File: config.mk
export PLATFORM = sky130hd
export DESIGN_NAME = kps_front
export DESIGN_NICKNAME = d
export VERILOG_FILES = /design/src/sv/kps_pkg.sv /design/src/sv/kps_front.sv
export SDC_FILE = /design/constraint.sdc
export NUM_CORES = 1
export LEC_CHECK = 0
export ABC_AREA = 1
export BUFFER_PORTS_ARGS = -buffer_cell sky130_fd_sc_hd__clkbuf_2
export CORE_AREA = 2 2 227 229
export DETAILED_ROUTE_END_ITERATION = 10
export DIE_AREA = 0 0 229 231
export REMOVE_ABC_BUFFERS = 1
export SYNTH_ARGS = -nofsm -noshare
export SYNTH_HDL_FRONTEND = slang
export SYNTH_SLANG_ARGS = --single-unit
export TNS_END_PERCENT = 50
File: constraint.sdc
create_clock -name i_clk -period 47.4 [get_ports i_clk]
set_input_delay 2.37 -clock i_clk [delete_from_list [all_inputs] [get_ports i_clk]]
set_output_delay 2.37 -clock i_clk [all_outputs]
set_load 0.05 [all_outputs]
File: src/sv/kps_pkg.sv
package kps_pkg;

    localparam int MAX_FRAMES_DEF = 16;
    localparam int NUM_VALS       = 7;
    localparam int QUEUE_DEPTH    = 2;
    localparam int CFG_IDX_W      = 3;
    localparam int FACTOR_W       = 16;

    localparam logic REQ_LOAD = 1'b0;
    localparam logic REQ_TICK = 1'b1;

    typedef enum logic [CFG_IDX_W-1:0] {
        CFG_PLAYING     = 3'd0,
        CFG_TICK_RATE   = 3'd1,
        CFG_LOOP_LENGTH = 3'd2,
        CFG_FRAME_COUNT = 3'd3
    } t_cfg_idx;

    typedef struct packed {
        logic        playing;
        logic [31:0] tick_rate;
        logic [31:0] loop_length;
        logic [4:0]  frame_count;
    } t_cfg;

    typedef struct packed {
        logic [31:0]                key_time;
        logic [NUM_VALS-1:0][31:0]  vals;
    } t_entry;

    typedef struct packed {
        logic        is_tick;
        logic [3:0]  key_index;
        t_entry      entry;
        logic [23:0] delta;
    } t_item;

    typedef struct packed {
        logic [NUM_VALS-1:0][31:0] vals;
        logic [31:0]               anim_time;
    } t_pose;

endpackage

File: src/sv/kps_front.sv
module kps_front #(
    parameter int MAX_FRAMES = kps_pkg::MAX_FRAMES_DEF
) (
    input  logic          i_clk,
    input  logic          i_rst_n,
    input  logic          i_valid,
    output logic          o_ready,
    input  kps_pkg::t_item i_item,
    output logic          o_push,
    input  logic          i_push_ready,
    output kps_pkg::t_item o_item
);
    import kps_pkg::*;

    logic  r_valid;
    logic  r_keep;
    t_item r_item;

    // A load aimed beyond the table is dropped here and never queued.
    assign o_push  = r_valid && r_keep;
    assign o_ready = !r_valid || !r_keep || i_push_ready;
    assign o_item  = r_item;

    always_ff @(posedge i_clk) begin
        if (!i_rst_n) begin
            r_valid <= 1'b0;
        end else if (o_ready) begin
            r_valid <= i_valid;
        end
    end

    always_ff @(posedge i_clk) begin
        if (o_ready && i_valid) begin
            r_item <= i_item;
            r_keep <= (i_item.is_tick == REQ_TICK) || (32'(i_item.key_index) < MAX_FRAMES);
        end
    end

endmodule

==> metrics.csv <==
stage;metric;value;unit
placement;dpl.hpwl;20200;um
final_layout;drive_gt1_share;68.2;%
final_layout;final_area;13500;um^2
setup_path;r2r_start;r_valid;
global_route;overflow;0;
timing;fmax;192;MHz
final_layout;final_core_util;26.6;%
setup_path;cp_common_cell;clkbuf_2;
setup_path;critPathSlowestCell;clkbuf_2;
timing;fin_setup_tns;0;ns
clock_tree;post_cts_buffers;0;
global_route;grt_antenna_before_repair;5;
setup_path;r2r_end;o_item[229];
placement;postPlaceCellArea;12400;um^2
yosys;synth-seq-area-share;99.6;%
setup_path;cp-end-kind;output pin;
final_layout;area_delta_synth_final;56.3;%
setup_path;worstPathArrival;2.85;ns
clock_tree;hold_buffers;0;
placement;placedCellCount;1551;
timing;slew_headroom;32.0;%
route;drt_wl_total;25800;um
setup_path;path_class;input pin to output pin;
timing;finClkSkew;0.0121;ns
clock_tree;cts_resized;0;
clock_tree;cts_tree;built;
timing;slew_viol_final;0;
floorplan;io_pins;576;
global_route;grt_use_total;9.25;%
floorplan;row_count;83;
floorplan;initial_utilization;17.0;%
route;route.vias.total;5435;
yosys;syn_inst;292;
floorplan;core-area;50700;um^2
timing;rsz0062_at_grt;no;
job;maxCapViolCount;0;
route;drc;0;
yosys;syn_avg_cell_area;29.5;um^2
setup_path;startpoint_type;input pin;
setup_path;r2r_slack;44.08;ns
global_route;grt_max_degree;80;
yosys;yosys_register_bits;286;
setup_path;critPathMaxStageDelay;0.28;ns
setup_path;reg2reg_depth;4;
route;routedWlPerCell;16.1;um
yosys;yosysWarnings;0;
clock_tree;htreeDepth;2;
route;antenna_left;0;
setup_path;startpoint;i_push_ready;
status;status;finished clean;
floorplan;dieArea;52900;um^2
clock_tree;worstSkewPairLatency;0.52;ns
timing;fin_ws;42.18;ns
timing;setup_violations;0;
clock_tree;cts_buffer_depth;3;
placement;gp_congestion;0.820;
power;pwr_density_cell;47.4;nW/um^2
yosys;syn_area;8610;um^2
floorplan;chipWidth;229;um
final_layout;instances_no_fill;1608;
power;peakVddDrop;0.0268;mV
global_route;grt_pass1_wl;35700;um
placement;port-buffer-count;575;
final_layout;nNetsFinal;1196;
power;leakagePower;5.71;nW
timing;min_period;5.22;ns
clock_tree;clock-root-buffer;clkbuf_16;
hold_path;hp-class;flip-flop to flip-flop;
route;vias_per_cell;3.38;
timing;finalHoldViolCount;0;
setup_path;path_max_fanout;2;
floorplan;die_y;231;um
global_route;grt_pass1_vias;5790;
power;power;0.638;mW
setup_path;required;45.03;ns
route;first_pass_iters;5;
timing;final_min_period_over_clock_period;11.0;%
clock_tree;cts_sinks;286;
clock_tree;cts-buffers-inserted;34;
timing;whs;0.541;ns
route;initialDrtViolationCount;191;
timing;worst_slew_pin_slew;1.02;ns
clock_tree;clk_pin_slew_worst_paths;0.06;ns
yosys;synth_cell_types;7;
setup_path;crit_end;o_ready;
setup_path;crit_path_cell_trace;clkbuf_2 > inv_2 > nand2_2 > clkbuf_2;
placement;pre_cts_ws;41.91;ns
sequential cells by signal (all words and copies together) (netlist names):
register and flops:
r_valid 1, o_item 285
kinds of logic after synthesis:
kind of cell | count (synthesis) | synth area share (%)
DFF | 286 | 99.6
buffers and inverters | 3 | 0.131
AOI/OAI and AO/OA | 2 | 0.160
and+or+nand+nor | 1 | 0.0727
layout by cell type, fill, tap and decap left out:
| master | Yosys | final |
|---|---|---|
| clkbuf_16 | 0 | 35 |
| a21oi_2 | 1 | 1 |
| clkinv_1 | 0 | 1 |
| inv_1 | 2 | 2 |
| clkinv_4 | 0 | 1 |
| edfxtp_1 | 285 | 285 |
| clkbuf_1 | 0 | 6 |
| clkbuf_2 | 0 | 575 |
| inv_2 | 1 | 1 |
| nand2_2 | 1 | 1 |
| a21oi_4 | 0 | 1 |
| inv_6 | 0 | 2 |
| clkinvlp_4 | 0 | 4 |
| dfxtp_1 | 1 | 1 |
| clkinv_2 | 0 | 3 |
| inv_8 | 0 | 1 |
| bufinv_16 | 0 | 3 |
| buf_4 | 0 | 4 |
| diode_2 | 0 | 1 |
cells in the mapped netlist:
cell	count	area share (%)
edfxtp_1	285	99
inv_1	2	0.087
a21oi_1	1	0.058
a21oi_2	1	0.10
dfxtp_1	1	0.23
inv_2	1	0.044
nand2_2	1	0.073
cell type report:
type                    instances  area [um^2]
inverters                       3         11.3
flip-flops and latches        286         8580
diodes                          1         2.50
clock buffers                  41          898
fillers                      5227        37200
well taps                     680          851
repair buffers                579         2910
clock inverters                15          176
multi-input cells               3         31.3
layer usage:
layer / track usage (%) / routed length (um) / part of all wire [%]
met4: 4.71 / 857 / 3.3
met5: 0 / 52 / 0.20
met1: 9.64 / 9230 / 36
met3: 4.52 / 2900 / 11
met2: 15.5 / 12800 / 49
worst min-delay path by stage:
stage | depth (start not counted) | endpoint | slack, ns | startpoint
5_1_grt | 2 | r_valid | 0.56 | r_valid
6_report | 2 | r_valid | 0.54 | r_valid
2_1_floorplan | 2 | r_valid | 0.92 | r_valid
3_5_place_dp | 2 | r_valid | 0.53 | r_valid
3_3_place_gp | 2 | r_valid | 0.52 | r_valid
4_1_cts | 2 | r_valid | 0.54 | r_valid
critical path, delay by kind of cell:
kind / cells / cell delay, ns
and+or+nand+nor: 1 / 0.07
buffers and inverters: 3 / 0.42
where the power goes:
| group | leakage, nW | internal [mW] | switching (mW) |
|---|---|---|---|
| combinational | 2.43 | 0.0173 | 0.0664 |
| clock | 0.514 | 0.152 | 0.101 |
| sequential | 2.77 | 0.297 | 0.00450 |
Power figures use the tool's default switching activity.
