$ cat src/sv/kps_pkg.sv
package kps_pkg;

    localparam int MAX_FRAMES_DEF = 16;
    localparam int NUM_VALS       = 7;
    localparam int QUEUE_DEPTH    = 2;
    localparam int CFG_IDX_W      = 3;
    localparam int FACTOR_W       = 16;

    localparam logic REQ_LOAD = 1'b0;
    localparam logic REQ_TICK = 1'b1;

    typedef enum logic [CFG_IDX_W-1:0] {
        CFG_PLAYING     = 3'd0,
        CFG_TICK_RATE   = 3'd1,
        CFG_LOOP_LENGTH = 3'd2,
        CFG_FRAME_COUNT = 3'd3
    } t_cfg_idx;

    typedef struct packed {
        logic        playing;
        logic [31:0] tick_rate;
        logic [31:0] loop_length;
        logic [4:0]  frame_count;
    } t_cfg;

    typedef struct packed {
        logic [31:0]                key_time;
        logic [NUM_VALS-1:0][31:0]  vals;
    } t_entry;

    typedef struct packed {
        logic        is_tick;
        logic [3:0]  key_index;
        t_entry      entry;
        logic [23:0] delta;
    } t_item;

    typedef struct packed {
        logic [NUM_VALS-1:0][31:0] vals;
        logic [31:0]               anim_time;
    } t_pose;

endpackage

$ cat src/sv/kps_queue.sv
module kps_queue (
    input  logic          i_clk,
    input  logic          i_rst_n,
    input  logic          i_push,
    output logic          o_push_ready,
    input  kps_pkg::t_item i_item,
    output logic          o_valid,
    input  logic          i_pop,
    output kps_pkg::t_item o_item
);
    import kps_pkg::*;

    localparam int PW = $clog2(QUEUE_DEPTH);
    localparam int CW = $clog2(QUEUE_DEPTH + 1);

    t_item           r_mem [QUEUE_DEPTH];
    logic [PW-1:0]   r_wp;
    logic [PW-1:0]   r_rp;
    logic [CW-1:0]   r_count;
    logic            do_push;
    logic            do_pop;

    assign o_push_ready = r_count != CW'(QUEUE_DEPTH);
    assign o_valid      = r_count != '0;
    assign o_item       = r_mem[r_rp];
    assign do_push      = i_push && o_push_ready;
    assign do_pop       = i_pop && o_valid;

    always_ff @(posedge i_clk) begin
        if (!i_rst_n) begin
            r_wp    <= '0;
            r_rp    <= '0;
            r_count <= '0;
        end else begin
            if (do_push) begin
                r_wp <= (32'(r_wp) == QUEUE_DEPTH - 1) ? '0 : r_wp + PW'(1);
            end
            if (do_pop) begin
                r_rp <= (32'(r_rp) == QUEUE_DEPTH - 1) ? '0 : r_rp + PW'(1);
            end
            r_count <= r_count + CW'(do_push) - CW'(do_pop);
        end
    end

    always_ff @(posedge i_clk) begin
        if (do_push) begin
            r_mem[r_wp] <= i_item;
        end
    end

`ifndef SYNTHESIS
    a_count_bound: assert property (@(posedge i_clk) disable iff (!i_rst_n)
        32'(r_count) <= QUEUE_DEPTH)
        else $error("queue occupancy exceeds its depth");
`endif

endmodule

$ cat config.mk
export PLATFORM = sky130hd
export DESIGN_NAME = kps_queue
export DESIGN_NICKNAME = d
export VERILOG_FILES = /design/src/sv/kps_pkg.sv /design/src/sv/kps_queue.sv
export SDC_FILE = /design/constraint.sdc
export NUM_CORES = 1
export LEC_CHECK = 0
export ABC_AREA = 1
export BUFFER_PORTS_ARGS = -buffer_cell sky130_fd_sc_hd__clkbuf_2
export CAP_MARGIN = 15
export CORE_MARGIN = 3
export CORE_UTILIZATION = 40
export CTS_CLUSTER_SIZE = 14
export DETAILED_ROUTE_END_ITERATION = 10
export PLACE_DENSITY = 0.7
export RECOVER_POWER = 50
export SLEW_MARGIN = 10
export SYNTH_ARGS = -nofsm -noshare
export SYNTH_HDL_FRONTEND = slang
export SYNTH_SLANG_ARGS = --single-unit
export TNS_END_PERCENT = 50
$ cat constraint.sdc
create_clock -name i_clk -period 21.5 [get_ports i_clk]
set_clock_uncertainty 0.1 [all_clocks]
set_input_delay 3.225 -clock i_clk [delete_from_list [all_inputs] [get_ports i_clk]]
set_output_delay 3.225 -clock i_clk [all_outputs]
set_load 0.1 [all_outputs]
==> flow_summary_export.csv, run 1 <==
group,metric,value,unit
outcome,status,"finished with violations",
outcome,violations,"max-capacitance violations, max-slew violations",
critical_path,cp_top_family,"buffers and inverters",
critical_path,crit_buf_inv,3,
timing,hold_viol,0,
timing,worst_slew_pin_slew,4.83,ns
die,initial_core_util,40.6,%
critical_path,cp_slowest_cell,"clkbuf_1",
logic_synthesis,synth_cells,923,
detailed_routing,vias,10811,
cts,clk_pin_slew,0.06,ns
cts,cts_made_buffers,57,
detailed_routing,ant_nets,0,
logic_synthesis,synth_xor_area_share,0.0418,%
timing,layout_setup_ws,13.28,ns
timing,finalSetupViolations,0,
critical_path,crit_path_max_fanout,80,
worst_hold_path,hold_class,"flip-flop to flip-flop",
logic_synthesis,yosysWarnings,0,
cts,clock-sinks,575,
cells_and_area,multi_input_area,0.00341,sq mm
logic_synthesis,yosys.area_share.adder,0.0597,%
place,gp_congestion,0.821,
critical_path,cp.required,21.60,ns
logic_synthesis,synth_simple_gate_area_share,0.382,%
logic_synthesis,syn_nets,1213,
timing,fmax,122,MHz
critical_path,critical_path_class,"input port to flip-flop",
timing,rsz0062_at_grt,"no",
critical_path,start_kind,"input port",
detailed_routing,vias_per_cell,4.78,
detailed_routing,drc,0,
place,place_inst,2157,
logic_synthesis,syn_area,0.0210,sq mm
die,coreArea,0.0516,sq mm
critical_path,critPathMaxStageDelay,3.38,ns
die,core.rowCount,83,
run,drv_cap,4,
cells_and_area,num-fill-cells,4358,
logic_synthesis,synth_compound_area_share,0.0239,%
cells_and_area,seqCellArea,0.0172,sq mm
critical_path,end_kind,"flip-flop",
die,design.die.area,0.0552,sq mm
logic_synthesis,synth_top_family_by_area,"multiplexers",
die,die_x,235,microns
detailed_routing,first_iter_violations,532,
logic_synthesis,synthMuxAreaShare,15.7,%
timing,final.min_clock_period,8.22,ns
logic_synthesis,ys_seq_area_share,82.1,%
logic_synthesis,synth.distinct_cells,14,
grt,grt_pass1_wl,69.5,mm
detailed_routing,first_pass_iters,7,
die,dieHeight,235,microns
cts,cts-root-buf,"clkbuf_16",
cts,cts_buffer_depth,3,
cts,post-cts-setup-buffer-count,0,
cells_and_area,layout_common_cells,"edfxtp_1 (570), clkbuf_2 (360), mux2_2 (264)",
cts,post_cts_resized,0,
timing,finalCritPeriodShare,38.3,%
cells_and_area,nets,1826,
timing,setup_tns,0,ns
die,io_pins,576,
grt,grtUsageTotal,16.3,%
grt,antenna_found_initial,2,
critical_path,worst_ep_arrival_time,8.33,ns
cts,cts_tree,"yes",
timing,relSlewSlack,-222,%
critical_path,cp_cell_sequence,"clkbuf_2, nand2_1, nor2_4, clkbuf_1, buf_4",
grt,grt_max_degree,82,
logic_synthesis,synth_seq_cells,575,
cts,cts_htree_levels,2,
place,dp_slack,14.41,ns
detailed_routing,finalWirelength,46.7,mm
cts,insertion_delay,0.58,ns
place,port_buffers,575,
cells_and_area,drive_gt1_share,46.1,%
cells_and_area,final_common_cell,"edfxtp_1",
grt,gr-total-overflow,0,
detailed_routing,routedWlPerCell,20.6,microns
logic_synthesis,synth_area_per_cell,22.7,sq um
grt,grt_pass1_vias,11607,
cells_and_area,synthToLayoutAreaGrowth,23.8,%
cells_and_area,finalNonFillerCells,2264,
timing,slew_viol_final,294,
place,hpwl,32.3,mm
cts,ctsHoldBuffers,0,
-- worst register-to-register path, stage by stage, from the launching register on --
cell	delay (ns)
dfxtp_1	0.36
inv_1	0.06
nand2_1	0.10
nand2_1	0.24
nor2_4	0.16
clkbuf_1	3.38
buf_4	1.23
-- final timing paths --
| kind | startpoint | endpoint | slack (ns) | depth (start not counted) |
|---|---|---|---|---|
| min reg2reg | r_rp | r_rp | 0.42 | 2 |
| max | i_push | r_mem[0][28] | 13.28 | 5 |
| max reg2reg | r_count[0] | r_mem[0][28] | 15.46 | 6 |
| min | r_rp | r_rp | 0.42 | 2 |
-- flip-flops by register name, indices dropped and copies added, names as in the netlist, named ones only --
signal   flops
r_count      2
r_mem      570
r_rp         1
r_wp         1
-- stage by stage --
stage	hold WS (ns)	utilization (%)	cell area, sq um
global route	0.475	50.3	26000
finish	0.425	50.3	26000
CTS	0.428	50.8	26200
global placement	0.383	47.4	24500
detailed placement	0.413	47.4	24500
floorplan	0.367	-	21000
-- Yosys cell counts --
cell | count | area, sq um
buf_2 | 3 | 15.0
mux2_1 | 1 | 11.3
nand3_1 | 1 | 5.00
dfxtp_1 | 5 | 100
nand2_1 | 11 | 41.3
xnor2_1 | 1 | 8.76
mux2_2 | 264 | 2970
ha_1 | 1 | 12.5
inv_1 | 7 | 26.3
buf_6 | 29 | 327
edfxtp_1 | 570 | 17100
a21oi_1 | 1 | 5.00
nor2_1 | 9 | 33.8
mux2_4 | 20 | 300
-- area by class of cell --
cell class                 count  area share [%]
antenna                        2          0.0193
sequential                   575            66.3
inverter                       7           0.101
multi-input combinational    309            13.1
tap                          680            3.28
timing repair buffer         586            10.3
clock inverter                36            1.18
clock buffer                  69            5.67
-- logic make-up (layout without fill, tap and decap cells) --
family / after synthesis / count (layout)
xor+xnor: 1 / 1
buf+inv: 39 / 698
flops: 575 / 575
mux: 285 / 285
fa+ha+maj: 1 / 1
simple gates: 21 / 21
compound gates: 1 / 1
other cells: 0 / 2
-- routing by layer --
layer / vias to the layer above / track usage (%) / share of wire, %
li1: 4906 / - / -
met1: 5404 / 19.1 / 38
met2: 398 / 28.4 / 52
met3: 103 / 4.61 / 6.9
met4: 0 / 6.53 / 3.6
met5: - / 0 / 0
Power of run 1 is left out: the tool's default activity adds up to more than one toggle a clock period on the data nets, which glitch-free logic cannot reach.
==> run 2, diff against run 1 <==
--- a/config.mk
+++ b/config.mk
@@ -5,14 +5,14 @@
 export SDC_FILE = /design/constraint.sdc
 export NUM_CORES = 1
 export LEC_CHECK = 0
-export ABC_AREA = 1
+export ABC_AREA = 0
 export BUFFER_PORTS_ARGS = -buffer_cell sky130_fd_sc_hd__clkbuf_2
 export CAP_MARGIN = 15
 export CORE_MARGIN = 3
 export CORE_UTILIZATION = 40
 export CTS_CLUSTER_SIZE = 14
 export DETAILED_ROUTE_END_ITERATION = 10
-export PLACE_DENSITY = 0.7
+export PLACE_DENSITY = 0.69
 export RECOVER_POWER = 50
 export SLEW_MARGIN = 10
 export SYNTH_ARGS = -nofsm -noshare
==> constraint.sdc (replaced) <==
create_clock -name i_clk -period 7.9 [get_ports i_clk]
set_clock_uncertainty 0.1 [all_clocks]
set_input_delay 1.185 -clock i_clk [delete_from_list [all_inputs] [get_ports i_clk]]
set_output_delay 1.185 -clock i_clk [all_outputs]
set_load 0.1 [all_outputs]
==> flow_summary_export.csv, run 2 <==
group,metric,value,unit
outcome,status,"finished with violations",
outcome,violations,"max-capacitance violations, max-slew violations",
cts,cts_htree_levels,2,
cts,ctsHoldBuffers,0,
logic_synthesis,synthTopCellsByCount,"edfxtp_1 (570), mux2_4 (250), mux2_2 (35), buf_6 (29), dfxtp_1 (5)",
cts,clock-sinks,575,
logic_synthesis,syn_nets,1206,
die,dieHeight,240,microns
timing,slew_viol_final,48,
cts,post_cts_resized,0,
logic_synthesis,synth_area_leaders,"edfxtp_1 (78%), mux2_4 (17%), mux2_2 (1.8%)",
logic_synthesis,syn_area,0.0219,sq mm
grt,grt_pass1_wl,66.9,mm
logic_synthesis,synth_edf_count,570,
timing,relSlewSlack,-67.5,%
cells_and_area,synthToLayoutAreaGrowth,23.2,%
logic_synthesis,yosysTopAreaCell,"edfxtp_1",
cts,insertion_delay,0.59,ns
timing,hold_slack,0.487,ns
critical_path,start_kind,"flip-flop",
critical_path,crit_path_max_fanout,121,
detailed_routing,ant_nets,0,
critical_path,critical_path_class,"flip-flop to output port",
logic_synthesis,synth_cells,916,
critical_path,critPathMaxStageDelay,1.01,ns
logic_synthesis,synth_area_per_cell,23.9,sq um
timing,final.min_clock_period,4.64,ns
detailed_routing,drc,0,
detailed_routing,first_iter_violations,539,
timing,hold_viol,0,
place,port_buffers,575,
power,powerDensity,402,mW/mm^2
timing,worst_slew_pin_slew,2.51,ns
cells_and_area,fin_area,0.0269,sq mm
logic_synthesis,yosysTopAreaCellShare,78.3,%
cells_and_area,num-fill-cells,4507,
detailed_routing,vias,10774,
power,total_power,10.8,mW
grt,grt_pass1_vias,11194,
critical_path,end_kind,"output port",
cells_and_area,nets,1814,
grt,antenna_found_initial,7,
cells_and_area,reg_top3,"r_mem: 570 flops, r_count: 2 flops",
cts,post-cts-setup-buffer-count,0,
grt,grt_max_degree,164,
logic_synthesis,synth.distinct_cells,24,
cells_and_area,layout_common_cells,"edfxtp_1 (570), clkbuf_2 (356), mux2_4 (250)",
die,design.die.area,0.0575,sq mm
timing,fmax,215,MHz
critical_path,crit_buf_inv,2,
cts,cts_buffer_depth,3,
run,drv_cap,1,
cts,clk_pin_slew,0.06,ns
place,place_area,0.0254,sq mm
detailed_routing,first_pass_iters,4,
logic_synthesis,yosysWarnings,0,
cts,cts-root-buf,"clkbuf_16",
critical_path,cp_slowest_cell,"dfxtp_4",
cells_and_area,regMostFlops,"r_mem",
cts,cts_tree,"yes",
logic_synthesis,yosysMostFrequentCell,"edfxtp_1",
timing,setup_tns,0,ns
logic_synthesis,ys_seq_area_share,78.7,%
critical_path,worst_ep_arrival_time,3.36,ns
power,p_leak,10.0,nW
die,io_pins,576,
place,gp_congestion,0.783,
cts,cts_made_buffers,57,
die,die_x,240,microns
critical_path,cp_top_family,"flip-flops",
logic_synthesis,synth_top_flop_cell,"edfxtp_1",
cells_and_area,final_common_cell,"edfxtp_1",
detailed_routing,finalWirelength,46.2,mm
timing,rsz0062_at_grt,"no",
grt,gr-total-overflow,0,
place,hpwl,31.1,mm
critical_path,cp_cell_sequence,"buf_12, mux2_2, clkbuf_2",
die,core.rowCount,85,
power,vdd.ir_drop.worst,300,uV
timing,finalSetupViolations,0,
worst_hold_path,hold_class,"flip-flop to flip-flop",
cells_and_area,drive_gt1_share,46.6,%
timing,finalCritPeriodShare,58.8,%
die,initial_core_util,40.6,%
detailed_routing,vias_per_cell,4.75,
grt,grtUsageTotal,15.3,%
detailed_routing,routedWlPerCell,20.4,microns
logic_synthesis,synth_seq_cells,575,
logic_synthesis,async_reset_ff_share,0,%
critical_path,cp.required,6.61,ns
die,coreArea,0.0539,sq mm
cells_and_area,largest_reg_flops,570,
## run 2: area by class of cell
cell class / instances / area, sq um / area share [%]
antenna: 1 / 2.50 / 0.00929
clock buffer: 72 / 1500 / 5.58
clock inverter: 33 / 322 / 1.19
inverter: 1 / 11.3 / 0.0418
multi-input combinational: 308 / 4310 / 16.0
sequential: 575 / 17200 / 63.9
tap: 696 / 871 / 3.23
timing repair buffer: 581 / 2700 / 10.0
## run 2: logic make-up (layout without fill, tap and decap cells)
group / Yosys count / count (layout) / synth area share [%]
xor+xnor: 1 / 1 / 0.0401
flops: 575 / 575 / 78.7
other cells: 0 / 1 / 0
compound gates: 7 / 7 / 0.246
simple gates: 13 / 13 / 0.338
mux: 286 / 286 / 19.0
fa+ha+maj: 1 / 1 / 0.0572
buf+inv: 33 / 687 / 1.58
## run 2: stage by stage
stage	std cells	setup WS, ns	utilization (%)
floorplan	916	0.229	-
global placement	2161	3.92	47.1
detailed placement	2161	3.92	47.1
CTS	2266	3.23	50.5
global route	2267	3.12	50.0
finish	2267	3.26	50.0
## run 2: path summary, 6_finish.rpt
path | start | end | slack [ns] | depth (start not counted)
setup / recovery | flip-flop | o_item[6] | 3.26 | 3
hold / removal | r_rp | r_rp | 0.49 | 2
setup reg to reg | r_count[0] | r_mem[1][54] | 3.78 | 3
hold reg to reg | r_rp | r_rp | 0.49 | 2
## run 2: power by group
part           switching, mW  internal [mW]  total [mW]
registers              0.117           3.72        3.83
logic                   3.45          0.906        4.35
clock network           1.09           1.54        2.63
## run 2: routing by layer
layer / global-route usage [%] / wire (microns) / share of wire [%] / vias up
met2: 26.0 / 23400 / 51 / 424
met3: 4.87 / 3790 / 8.2 / 108
met4: 6.12 / 1720 / 3.7 / 8
met5: 0 / 58 / 0.13 / -
li1: - / - / - / 4881
met1: 18.0 / 17300 / 37 / 5353
## run 2: worst reg2reg max path, delay by kind of cell, from the launching register on
kind,cells,cell delay [ns]
buffers and inverters,1,1.04
flip-flops,1,0.45
AND/OR/NAND/NOR,2,2.07
Power figures use the tool's default switching activity.
==> run 3, diff against run 2 <==
==> constraint.sdc (replaced) <==
create_clock -name i_clk -period 4.83 [get_ports i_clk]
set_clock_uncertainty 0.1 [all_clocks]
set_input_delay 0.7245 -clock i_clk [delete_from_list [all_inputs] [get_ports i_clk]]
set_output_delay 0.7245 -clock i_clk [all_outputs]
set_load 0.1 [all_outputs]
==> flow_summary_export.csv, run 3 (synthesized netlist as in run 2, its figures left out) <==
group,metric,value,unit
cts,clk_pin_slew,0.06,ns
timing,finalSetupViolations,0,
timing,setup_tns,0,ns
worst_hold_path,hold_class,"input port to flip-flop",
outcome,status,"finished with violations",
cells_and_area,reg_top3,"r_mem: 570 flops, r_count: 2 flops",
cts,cts_tree,"yes",
detailed_routing,vias,10655,
power,power_frac_seq,35.8,%
critical_path,reg2reg_depth,3,
detailed_routing,drc,0,
detailed_routing,first_iter_violations,536,
critical_path,end_kind,"flip-flop",
critical_path,worst_ep_arrival_time,3.99,ns
cells_and_area,final_common_cell,"edfxtp_1",
grt,grt_max_degree,146,
timing,finalCritPeriodShare,79.6,%
critical_path,cp_cell_sequence,"nand2b_1, and3_1, buf_4",
cts,post_cts_resized,0,
place,gp_congestion,0.779,
critical_path,start_kind,"flip-flop",
cells_and_area,layout_common_cells,"edfxtp_1 (570), clkbuf_2 (367), mux2_4 (250)",
grt,grt_pass1_vias,11260,
power,p_sw,7.61,mW
timing,fmax,260,MHz
critical_path,critical_path_class,"flip-flop to flip-flop",
timing,slew_viol_final,112,
power,power.internal,9.83,mW
detailed_routing,first_pass_iters,4,
die,core.rowCount,85,
timing,hold_viol,0,
power,powerDensity,647,mW/mm^2
cts,ctsHoldBuffers,0,
worst_hold_path,min_path_cells,1,
die,io_pins,576,
cells_and_area,regMostFlops,"r_mem",
power,vdd.ir_drop.worst,570,uV
die,die_x,240,microns
detailed_routing,ant_nets,0,
cells_and_area,nets,1828,
detailed_routing,vias_per_cell,4.68,
timing,relSlewSlack,-94.4,%
grt,grtUsageTotal,15.5,%
place,port_buffers,575,
power,p_comb_share,41.2,%
die,design.die.area,0.0575,sq mm
critical_path,crit_path_max_fanout,55,
place,place_area,0.0255,sq mm
cts,cts_made_buffers,58,
die,dieHeight,240,microns
grt,antenna_found_initial,6,
power,power_frac_clock,23.0,%
cells_and_area,fin_area,0.0269,sq mm
timing,rsz0062_at_grt,"no",
timing,worst_slew_pin_slew,2.92,ns
cells_and_area,synthToLayoutAreaGrowth,23.2,%
cts,insertion_delay,0.57,ns
cts,post-cts-setup-buffer-count,0,
critical_path,cp.required,4.98,ns
outcome,violations,"max-capacitance violations, max-slew violations",
power,p_leak,10.0,nW
critical_path,critPathMaxStageDelay,2.16,ns
place,hpwl,32.9,mm
cts,cts_buffer_depth,3,
timing,final.min_clock_period,3.84,ns
grt,gr-total-overflow,0,
detailed_routing,finalWirelength,46.9,mm
grt,grt_pass1_wl,67.3,mm
power,switching_share,43.6,%
detailed_routing,routedWlPerCell,20.6,microns
cells_and_area,largest_reg_flops,570,
critical_path,cp_slowest_cell,"and3_1",
die,coreArea,0.0539,sq mm
die,initial_core_util,40.6,%
run,drv_cap,2,
cts,clock-sinks,575,
cells_and_area,drive_gt1_share,47.3,%
cts,cts-root-buf,"clkbuf_16",
cts,cts_htree_levels,2,
-- run 3: metrics by stage --
step	utilization [%]	setup WS [ns]	instances	hold WS [ns]	power [mW]
2_1_floorplan	-	-0.785	916	0.452	12.8
3_3_place_gp	47.3	1.45	2174	0.463	13.6
3_5_place_dp	47.3	1.42	2174	0.474	13.6
4_1_cts	50.5	1.17	2272	0.165	17.7
5_1_grt	50.0	0.564	2276	0.180	18.0
6_report	50.0	0.986	2277	0.219	17.4
-- run 3: metal layers --
layer,GRT usage (%),wire length [microns],vias to the layer above
met2,27.4,24600,363
met1,17.3,17100,5279
met3,5.15,3770,91
met4,6.45,1480,4
met5,0,23,-
li1,-,-,4918
-- run 3: final cells by class --
class | count | area (sq um)
inverters | 1 | 5.00
multi-input cells | 308 | 4310
repair buffers | 594 | 2840
fillers | 4518 | 27000
clock buffers | 72 | 1530
well taps | 696 | 871
diodes | 5 | 12.5
flip-flops and latches | 575 | 17200
clock inverters | 26 | 155
-- run 3: path summary, 6_finish.rpt --
check	slack, ns	startpoint	endpoint
setup / recovery	0.99	r_count[0]	r_mem[1][240]
hold / removal	0.22	i_item[37]	r_mem[0][37]
setup reg to reg	0.99	r_count[0]	r_mem[1][240]
hold reg to reg	0.49	r_rp	flip-flop
-- run 3: power groups by stage --
stage               Combinational (mW)  Clock [mW]  Sequential, mW
finish                            7.18        4.01            6.25
floorplan                         6.42           0            6.35
global placement                  7.23           0            6.32
detailed placement                7.25           0            6.35
global route                      7.37        4.34            6.29
CTS                               7.26        4.14            6.25
-- run 3: worst max-delay path, delay by kind of cell (launching register included) --
kind	cells	cell delay, ns
simple gates	2	2.35
flops	1	0.44
buf+inv	1	0.58
